## config.mk

```make
export PLATFORM = sky130hd
export DESIGN_NAME = rkid_ram
export DESIGN_NICKNAME = d
export VERILOG_FILES = /design/src/hdl/rotation_key_image_decrypt_top_defines.svh /design/src/hdl/rkid_ram.sv
export SDC_FILE = /design/constraint.sdc
export NUM_CORES = 1
export LEC_CHECK = 0
export BUFFER_PORTS_ARGS = -buffer_cell sky130_fd_sc_hd__buf_2
export CORE_MARGIN = 2
export CORE_UTILIZATION = 55
export CTS_CLUSTER_DIAMETER = 120
export CTS_CLUSTER_SIZE = 40
export DETAILED_ROUTE_END_ITERATION = 8
export GPL_TIMING_DRIVEN = 0
export PLACE_DENSITY = 0.74
export SYNTH_ARGS = -nofsm -noshare
export SYNTH_HDL_FRONTEND = slang
export SYNTH_SLANG_ARGS = --single-unit
```

## constraint.sdc

```tcl
create_clock -name i_clk -period 2.49 [get_ports i_clk]
set_input_delay 0.249 -clock i_clk [delete_from_list [all_inputs] [get_ports i_clk]]
set_output_delay 0.249 -clock i_clk [all_outputs]
set_load 0.02 [all_outputs]
```

## src/hdl/rotation_key_image_decrypt_top_defines.svh

```systemverilog
// Assertion macros for the key-rotation image decrypt block.
`ifndef ROTATION_KEY_IMAGE_DECRYPT_TOP_DEFINES_SVH
`define ROTATION_KEY_IMAGE_DECRYPT_TOP_DEFINES_SVH

// Same-cycle implication, sampled on i_clk, off during reset.
`define RKID_ASSERT_IMP(name, ante, cons) \
    name: assert property (@(posedge i_clk) disable iff (!i_rst_n) (ante) |-> (cons)) \
        else $error("rkid: implication failed");

// Next-cycle implication, sampled on i_clk, off during reset.
`define RKID_ASSERT_NEXT(name, ante, cons) \
    name: assert property (@(posedge i_clk) disable iff (!i_rst_n) (ante) |=> (cons)) \
        else $error("rkid: next-cycle implication failed");

`endif

```

## src/hdl/rkid_ram.sv

```systemverilog
// Generic single-write, single-read synchronous RAM with registered read data.
`timescale 1ns / 1ps
`default_nettype none
module rkid_ram #(
    parameter int DEPTH = 64,
    parameter int WIDTH = 8
) (
    input  wire logic                     i_clk,
    input  wire logic                     i_we,
    input  wire logic [$clog2(DEPTH)-1:0] i_waddr,
    input  wire logic [WIDTH-1:0]         i_wdata,
    input  wire logic                     i_re,
    input  wire logic [$clog2(DEPTH)-1:0] i_raddr,
    output logic      [WIDTH-1:0]         o_rdata
);

    logic [WIDTH-1:0] r_mem [DEPTH];

    always_ff @(posedge i_clk) begin
        if (i_we) begin
            r_mem[i_waddr] <= i_wdata;
        end
    end

    always_ff @(posedge i_clk) begin
        if (i_re) begin
            o_rdata <= r_mem[i_raddr];
        end
    end

endmodule
`default_nettype wire

```

==> run summary <==
Cells after Synth: 940
sequential fraction of the synthesis area: 0.771
pin count of the biggest net entering global routing: 65
post-synthesis compound-gate area fraction: 0.0206
hpwl dp: 29,300 um
CP required: 2750 ps
post-CTS setup buffers: 0
Period minus WS final: 2430 ps
Worst-Margin Slew: 1290 ps
Multi-input gate area: 4320 um2
CTS tree: built
asr flop ratio synth: 0
Root Driver: clkbuf_16
vias per inst: 6.66
Core Box Area: 36,400 um2
Avg Inst Size Synth: 21.5 um2
cts hold-fix bufs: 0
worst path bufs/invs: 3
area grow syn2layout: 5.60%
Post-Synth Adder-Cell Area: 0
net count after synthesis: 963
CP max FO: 19
DR WL/cell: 30.8 um
ys flop type: edfxtp_1
Reg power frac: 0.682
Largest delay share family, worst path: buffers and inverters
unrepaired setup endpoints after global routing: false
number of synthesized register bits: 520
Comb pwr share: 0.067
clock skew: 28.4 ps
final cell area excluding filler cells: 21,400 um2
Finish-stage setup viols: 0
Post-Route Setup TNS: 0 ps
critical path class: in2reg
drt first-iter violations: 1,234
main combinational cell family by area after synthesis: multiplexers
clock sinks: 520
Max-slew headroom: 0.141
vias: 9,634
Net Sw Frac: 0.208
multiplexer share of the synthesized area: 0.159
NetSw: 2.96 mW
Reg clk slew, reported paths: 130 ps
Cell Area, Synth: 20,200 um2
Leakage: 6.44 nW
GP Congestion: 0.955
Initial Util: 0.556
Residual DRC: 0
IO Port Bufs: 22
Sequential Area: 15,600 um2
fillers: 2,553
simple-gate share of the synthesized area: 0.0337
die area: 38,400 um2
GRT Residual Overflow: 0
number of core rows: 70
Yosys warning count: 0
first-pass GRT wire length: 64,600 um
status: complete, no violations
synthesized-area fraction occupied by xor and xnor cells: 0
Crit path arrival time: 2680 ps
Max VDD drop: 0.418 mV
CP Cell Sequence: buf_2, buf_4, clkbuf_1, mux4_2, mux2i_1, nand2_1, nand3_1, o32ai_1
final hold vios: 0
Worst setup EP type: register
WL final: 44,600 um
Max-cap violations: 0
internal power: 11.3 mW
Final WS setup: 63.2 ps
Hold WC Path Type: in2reg
CTS Buffer Depth: 3
htree depth: 1
Num CTS Buffers: 16
Die Height: 196 um
I/O pin cnt: 31
Skew-Pair Late Insertion Delay: 550 ps
ANT cells: 0
Gates resized, CTS repair: 0
proportion of layout cells with a drive suffix above 1: 0.218
Distinct cells, synth: 39
Setup WS pre-CTS: -574 ps
crit-path max cell delay: 700 ps
CP startpoint kind: primary input
Max Slew Vio Count: 0
layout net count: 1,003
PD cells: 666 nW/um2
drt first pass iters: 5
Worst R2R Setup Slack: 250 ps
vias in the first global route: 9,508
GRT Total Usage: 0.236
Clock power frac: 0.251
Final Cycle Share: 0.975
initial antenna violation count: 2
FMAX: 412 MHz
Crit-path slowest cell: clkbuf_1
Post-synth EDFFs: 520
post-layout util: 0.587
Antenna Nets Post-Route: 0
die width: 196 um
Area after DPL: 20,900 um2
routing by layer:
metal / track usage / routed length, um
met3: 0.0385 / 4650
met5: 0 / 27
met2: 0.372 / 21200
met4: 0.0544 / 1030
met1: 0.356 / 17700
layout by cell type, fill, tap and decap left out, types with 3 or more instances in the layout:
cell type,netlist,routed
a21oi_1,3,3
o2bb2ai_1,3,3
buf_1,4,3
nand3b_1,3,3
o2111ai_1,3,3
mux2i_1,23,23
buf_2,11,32
mux4_2,126,126
nand3_1,13,12
buf_6,4,4
buf_4,13,13
nor3_1,7,7
a211oi_1,4,4
clkbuf_16,0,17
nand2b_1,7,7
mux2_2,13,13
a221oi_1,6,6
clkbuf_1,17,16
nor2b_1,14,14
a22oi_1,3,3
nand2_1,19,19
nor2_1,83,83
edfxtp_1,520,520
o22ai_1,8,8
o221ai_1,8,8
Yosys cell counts, types with 4 or more instances:
library cell / n / area (um2)
a211oi_1: 4 / 30.0
a221oi_1: 6 / 52.6
buf_1: 4 / 15.0
buf_2: 11 / 55.1
buf_4: 13 / 97.6
buf_6: 4 / 45.0
clkbuf_1: 17 / 63.8
edfxtp_1: 520 / 15600
mux2_2: 13 / 146
mux2i_1: 23 / 230
mux4_2: 126 / 2840
nand2_1: 19 / 71.3
nand2b_1: 7 / 43.8
nand3_1: 13 / 65.1
nor2_1: 83 / 312
nor2b_1: 14 / 87.6
nor3_1: 7 / 35.0
o221ai_1: 8 / 70.1
o22ai_1: 8 / 50.1
worst register-to-register path, stage by stage, from the launching register on:
cell and delay (ps):
edfxtp_1 400, mux4_2 470, mux2_2 300, o221a_2 300, nor3_1 300, o32ai_1 210
through the flow:
step / hold slack [ps] / instances / total power [mW]
detailed placement: 645 / 1430 / 10.9
global route: 57.8 / 1447 / 14.6
CTS: 71.0 / 1447 / 14.3
global placement: 634 / 1430 / 10.8
finish: 78.0 / 1447 / 14.2
floorplan: 348 / 940 / 10.4
sequential cells by signal (all words and copies together), names as in the netlist:
signal	cells
o_rdata	8
r_mem	512
final timing paths:
check	from	end	depth (start not counted)
setup / recovery	i_raddr[2]	o_rdata[4]	8
hold / removal	i_re	o_rdata[2]	1
setup reg to reg	r_mem[29][4]	o_rdata[4]	5
hold reg to reg	r_mem[6][7]	o_rdata[7]	4
layout make-up:
cell class                 count  share of cell area
sequential                   520               0.730
clock buffer                  17              0.0199
buffer                        50              0.0148
timing repair buffer          23             0.00550
tap                          468              0.0274
multi-input combinational    369               0.202
power groups by stage:
stage          combinational [mW]  clock (mW)  sequential, mW
4_1_cts                     0.943        3.61            9.72
6_report                    0.951        3.57            9.72
5_1_grt                     0.999        3.87            9.72
3_5_place_dp                0.943           0            9.92
2_1_floorplan               0.517           0            9.92
3_3_place_gp                0.922           0            9.91
cell families (layout without fill, tap and decap cells):
group | count (synthesis) | in the layout
flip-flops | 520 | 520
multiplexers | 162 | 162
AND/OR/NAND/NOR | 153 | 153
AO/OA/AOI/OAI | 54 | 54
buffers and inverters | 51 | 90
Power figures use the tool's default switching activity.
