### config.mk
export PLATFORM = sky130hd
export DESIGN_NAME = rkid_mod
export DESIGN_NICKNAME = d
export VERILOG_FILES = /design/src/hdl/rotation_key_image_decrypt_top_defines.svh /design/src/hdl/rkid_pkg.sv /design/src/hdl/rkid_mod.sv
export SDC_FILE = /design/constraint.sdc
export NUM_CORES = 1
export LEC_CHECK = 0
export BUFFER_PORTS_ARGS = -buffer_cell sky130_fd_sc_hd__buf_4
export CAP_MARGIN = 20
export CORE_ASPECT_RATIO = 0.9
export CORE_MARGIN = 5
export CORE_UTILIZATION = 55
export DETAILED_ROUTE_END_ITERATION = 7
export HOLD_SLACK_MARGIN = 0.12
export PLACE_DENSITY = 0.77
export SLEW_MARGIN = 15
export SYNTH_ARGS = -nofsm -noshare
export SYNTH_HDL_FRONTEND = slang
export SYNTH_SLANG_ARGS = --single-unit
### constraint.sdc
create_clock -name i_clk -period 4.09 [get_ports i_clk]
set_input_delay 0.818 -clock i_clk [delete_from_list [all_inputs] [get_ports i_clk]]
set_output_delay 0.818 -clock i_clk [all_outputs]
set_load 0.005 [all_outputs]
### src/hdl/rotation_key_image_decrypt_top_defines.svh
// Assertion macros for the key-rotation image decrypt block.
`ifndef ROTATION_KEY_IMAGE_DECRYPT_TOP_DEFINES_SVH
`define ROTATION_KEY_IMAGE_DECRYPT_TOP_DEFINES_SVH

// Same-cycle implication, sampled on i_clk, off during reset.
`define RKID_ASSERT_IMP(name, ante, cons) \
    name: assert property (@(posedge i_clk) disable iff (!i_rst_n) (ante) |-> (cons)) \
        else $error("rkid: implication failed");

// Next-cycle implication, sampled on i_clk, off during reset.
`define RKID_ASSERT_NEXT(name, ante, cons) \
    name: assert property (@(posedge i_clk) disable iff (!i_rst_n) (ante) |=> (cons)) \
        else $error("rkid: next-cycle implication failed");

`endif

### src/hdl/rkid_pkg.sv
// Shared types, constants and the index function of the key-rotation image decrypt block.
`timescale 1ns / 1ps
`default_nettype none
package rkid_pkg;

    localparam int MAX_ROWS  = 64;
    localparam int MAX_COLS  = 64;
    localparam int IDX_W     = 6;
    localparam int SIZE_W    = 7;
    localparam int KEY_W     = 8;
    localparam int PIX_W     = 8;
    localparam int CMD_W     = 2;
    localparam int CFG_IDX_W = 2;

    localparam int KEY_DEPTH = MAX_ROWS + MAX_COLS;
    localparam int PIX_DEPTH = MAX_ROWS * MAX_COLS;

    localparam int MOD_STEPS = KEY_W / 2;
    localparam int MOD_CNT_W = $clog2(MOD_STEPS);

    localparam logic [CMD_W-1:0] CMD_ROW_KEY = 2'd0;
    localparam logic [CMD_W-1:0] CMD_COL_KEY = 2'd1;
    localparam logic [CMD_W-1:0] CMD_PIXEL   = 2'd2;
    localparam logic [CMD_W-1:0] CMD_READ    = 2'd3;

    localparam logic [CFG_IDX_W-1:0] CFG_NUM_ROWS = 2'd0;
    localparam logic [CFG_IDX_W-1:0] CFG_NUM_COLS = 2'd1;

    localparam logic [SIZE_W-1:0] SIZE_RESET = 7'd8;

    typedef struct packed {
        logic [CMD_W-1:0] command;
        logic [IDX_W-1:0] row_index;
        logic [IDX_W-1:0] col_index;
        logic [KEY_W-1:0] value;
    } t_in_word;

    typedef struct packed {
        logic [PIX_W-1:0] pixel;
        logic             out_of_range;
    } t_out_word;

    // Move pos by a key already reduced below size; odd keys move down, even up.
    function automatic logic [IDX_W-1:0] shift_idx(
        input logic [IDX_W-1:0]  pos,
        input logic [SIZE_W-1:0] k,
        input logic [SIZE_W-1:0] size,
        input logic              odd
    );
        logic [SIZE_W:0] t;
        if (odd) begin
            t = {{(SIZE_W+1-IDX_W){1'b0}}, pos} + {1'b0, size} - {1'b0, k};
        end else begin
            t = {{(SIZE_W+1-IDX_W){1'b0}}, pos} + {1'b0, k};
        end
        if (t >= {1'b0, size}) begin
            t = t - {1'b0, size};
        end
        return t[IDX_W-1:0];
    endfunction

endpackage
`default_nettype wire

### src/hdl/rkid_mod.sv
// Iterative key modulo unit: two remainder bits per cycle.
`timescale 1ns / 1ps
`default_nettype none
module rkid_mod (
    input  wire logic                        i_clk,
    input  wire logic                        i_rst_n,
    input  wire logic                        i_start,
    input  wire logic [rkid_pkg::KEY_W-1:0]  i_dividend,
    input  wire logic [rkid_pkg::SIZE_W-1:0] i_divisor,
    output logic                             o_done,
    output logic      [rkid_pkg::SIZE_W-1:0] o_rem
);

    logic                           r_busy;
    logic                           r_done;
    logic [rkid_pkg::MOD_CNT_W-1:0] r_cnt;
    logic [rkid_pkg::KEY_W-1:0]     r_num;
    logic [rkid_pkg::SIZE_W-1:0]    r_rem;
    logic [rkid_pkg::SIZE_W-1:0]    r_div;
    logic [rkid_pkg::SIZE_W-1:0]    w_rem1;
    logic [rkid_pkg::SIZE_W-1:0]    w_rem2;

    function automatic logic [rkid_pkg::SIZE_W-1:0] rem_step(
        input logic [rkid_pkg::SIZE_W-1:0] rem,
        input logic                        nbit,
        input logic [rkid_pkg::SIZE_W-1:0] dv
    );
        logic [rkid_pkg::SIZE_W:0] t;
        t = {rem, nbit};
        if (t >= {1'b0, dv}) begin
            t = t - {1'b0, dv};
        end
        return t[rkid_pkg::SIZE_W-1:0];
    endfunction

    assign w_rem1 = rem_step(r_rem, r_num[rkid_pkg::KEY_W-1], r_div);
    assign w_rem2 = rem_step(w_rem1, r_num[rkid_pkg::KEY_W-2], r_div);

    always_ff @(posedge i_clk) begin
        if (!i_rst_n) begin
            r_busy <= 1'b0;
            r_done <= 1'b0;
            r_cnt  <= '0;
        end else begin
            r_done <= 1'b0;
            if (i_start) begin
                r_busy <= 1'b1;
                r_cnt  <= '0;
            end else if (r_busy) begin
                r_cnt <= r_cnt + 1'b1;
                if (r_cnt == rkid_pkg::MOD_CNT_W'(rkid_pkg::MOD_STEPS - 1)) begin
                    r_busy <= 1'b0;
                    r_done <= 1'b1;
                end
            end
        end
    end

    always_ff @(posedge i_clk) begin
        if (i_start) begin
            r_num <= i_dividend;
            r_rem <= '0;
            r_div <= i_divisor;
        end else if (r_busy) begin
            r_num <= {r_num[rkid_pkg::KEY_W-3:0], 2'b00};
            r_rem <= w_rem2;
        end
    end

    assign o_done = r_done;
    assign o_rem  = r_rem;

endmodule
`default_nettype wire

==> metrics.md <==
| Metric | Value |
|---|---|
| Status | complete, no violations |
| Antenna diodes | 0 |
| Synth Area in Compound Gates | 17.69% |
| Worst Tran Pin Value | approximately 0.43 ns |
| Routability cong. | approximately 0.90 |
| Die Wd | 69.89 um |
| Vias in the first global route | around 1400 |
| Final setup viols | 0 |
| Post-route DRC | 0 |
| CP Buf/Inv Count | 2 |
| Period utilization | between 90 and 100% |
| CP required | 4.32 ns |
| Clk slew on worst S/H paths | 0.14 ns |
| Yosys reg bits | 26 |
| Async SR Flop Fraction | 0% |
| Clock skew | around 0.007 ns |
| Largest cells by area after synthesis | edfxtp_1 (25%), dfxtp_1 (12%), ha_1 (11%) |
| CP Capture Type | flip-flop |
| Nets@finish | 233 |
| Commonest non-fill, non-tap cell in the layout | buf_4 |
| Sink Count | 26 |
| 1st-pass router iterations | 4 |
| Port Buf Inserts | 25 |
| Mapped Area | 1775 um^2 |
| Post-synthesis mux area share | approximately an eighth |
| CTS tree | built |
| Worst VDD drop | about 0.36 mV |
| Final TNS setup | 0 ns |
| Initial antenna violation count | 0 |
| Main flop type after synthesis | edfxtp_1 |
| DP Wirelength | roughly 3.0 mm |
| Critical Path Max Stage Delay | between 0.3 and 0.4 ns |
| Final core occ | around 67% |
| FILL cells | 250 |
| Row count | 19 |
| F_max | approximately 260 MHz |
| DR iter-0 viols | 70 |
| Final number of hold-violating endpoints | 0 |
| Die Height | 63.90 um |
| CP Cell Sequence | inv_1 > ha_1 > inv_1 > fa_2 > a211oi_2 > o21ai_2 > a21oi_4 > mux2_2 > ha_1 > a21oi_2 > o21ai_1 > o31ai_4 > o211ai_4 > mux2_1 > a22o_1 |
| Post-Synthesis Cells | ~170 |
| RSZ-0062 raised after global routing | no |
| Slew HR | ~70% |
| Syn_nets | ~200 |
| EDFF count, synth | 15 |
| Clk buf depth | 2 |
| Delay-heaviest family, CP | compound AO/OA/AOI/OAI gates |
| Slowest cell on crit path | mux2_2 |
| CTS H-tree depth | 1 |
| Total power | ~1.3 mW |
| XOR/XNOR Fraction of Synth Area | between 2 and 2.5% |
| Top cell type's share of synthesized area | 25.37% |
| Non-Filler Instances | around 240 |
| Mean post-synth cell area | approximately 11 um^2 |
| Gr usage total | 17.12% |
| Synth Area in Adders | between 10% and 20% |
| First-pass GRT wire length | just over 6 mm |
| Worst EP arrival | approximately 4.1 ns |
| Vias/cell | ~5.7 |
| Vias | between 1000 and 1500 |
| Crit path kind | flip-flop to flip-flop |
| Root Buffer Master | clkbuf_4 |
| Pwr/cell area | 642.1 nW/um^2 |
| Seq/Total Area, Yosys | a little under two fifths |
| Global route overflow | 0 |
| Io pins | 26 |
| Hold Crit Class | flip-flop to flip-flop |
| Worst skew pair latency | roughly 0.33 ns |
| Yosys warning total | 0 |
| Post-synthesis simple-gate area fraction | roughly 14% |
| Max-Cap Viols | 0 |
| Tmin final | around 4 ns |
| Placed cell count | ~230 |
| Core ar. | between 3000 and 4000 um^2 |
| Routed WL | 3.752 mm |
| Critical Path Fanout Max | 6 |
| Layout cells sized above 1 | ~28% |
| Number of routed nets with antenna violations | 0 |
| Leak pwr | around 0.89 nW |
| Die area | ~4500 um^2 |
| Initial Util | between 50% and 60% |
| Most frequent cells in the layout | buf_4 (27), inv_1 (15), ha_1 (15), edfxtp_1 (15) |
| Number of buffers created by CTS | 3 |
| Area Growth Syn to Fin | 16.49% |
| Setup crit start kind | flip-flop |
| Dominant cell type by area after synthesis | edfxtp_1 |
| Largest net degree at the start of global routing | 22 |
| Distinct cells, synth | 50 |
| Average wire per standard cell | approximately 16 um |
| Max-slew violation count | 0 |
| Largest family of logic cells by synthesized area | compound AO/OA/AOI/OAI gates |
-- what timing repair did --
action / CTS / global route
hold buffers: 0 / 0
endpoints found under the hold margin: 0 / 0
buffers inserted: 0 / 2
gates resized for setup: 0 / 5
endpoints found under the setup margin: 0 / 4
-- cell type report --
type | instances | area, um^2 | area share [%]
clock buffer | 3 | 22.52 | 1.089
clock inverter | 1 | 3.754 | 0.1815
inverter | 15 | 56.30 | 2.722
multi-input combinational | 125 | 1060 | 51.24
sequential | 26 | 670.6 | 32.43
tap | 42 | 52.55 | 2.541
timing repair buffer | 27 | 202.7 | 9.800
-- cell usage after synthesis, drive strengths merged, types with 2 or more instances --
cell type	n
xnor2	3
mux2i	6
fa	2
a211oi	3
ha	15
o21ai	12
nor2b	6
nand2	5
nor3	4
o211ai	3
nor2	10
inv	15
a21oi	5
nand3	3
mux2	13
xor2	2
a22o	2
o21a	4
nand2b	4
dfxtp	11
edfxtp	15
and2	4
a21o	2
-- logic make-up (layout without fill, tap and decap cells) --
group	Yosys count	count (layout)
AO/OA/AOI/OAI	39	39
XOR/XNOR	5	5
adder cells (fa/ha/maj)	17	17
buffers and inverters	17	46
flip-flops	26	26
multiplexers	19	19
AND/OR/NAND/NOR	45	45
-- worst register-to-register path: stages (launching register included) --
cell      delay, ns
edfxtp_1       0.38
inv_1          0.08
ha_1           0.19
inv_1          0.06
fa_2           0.37
a211oi_2       0.30
o21ai_2        0.13
a21oi_4        0.28
mux2_2         0.39
ha_1           0.35
a21oi_2        0.18
o21ai_1        0.15
o31ai_4        0.26
o211ai_4       0.16
mux2_1         0.34
a22o_1         0.19
-- registers in the layout (all words and copies together), names as in the netlist --
signal	flops
o_done	1
o_rem	7
r_busy	1
r_cnt	2
r_div	7
r_num	8
-- where the power goes --
part           switching [mW]  total, mW  internal (mW)
registers              0.0316      0.348          0.316
clock network          0.0776      0.114         0.0359
logic                   0.450      0.867          0.416
-- metrics by stage --
stage	worst slack, ns	hold slack, ns	area [um^2]
after floorplan	0.4383	0.4646	1775
after detailed placement	0.1353	0.5087	2008
after global placement	0.2587	0.4827	2008
after global routing	0.02705	0.5477	2068
final	0.1949	0.5256	2068
after CTS	0.09574	0.5278	2034
-- path summary, 6_finish.rpt --
kind                  from  endpoint  slack [ns]  depth (start not counted)
setup / recovery  r_num[7]  o_rem[1]        0.19                         15
hold / removal    o_rem[6]  o_rem[6]        0.53                          2
setup reg to reg  r_num[7]  o_rem[1]        0.19                         15
hold reg to reg   o_rem[6]  o_rem[6]        0.53                          2
-- routing by layer --
layer / GRT usage (%) / up-vias / part of all wire (%)
li1: - / 675 / -
met2: 29.01 / 31 / 48
met5: 0 / - / 0
met3: 2.508 / 5 / 3.9
met1: 22.83 / 657 / 46
met4: 5.024 / 0 / 1.4
No activity file was read; power rests on OpenSTA's default activity.
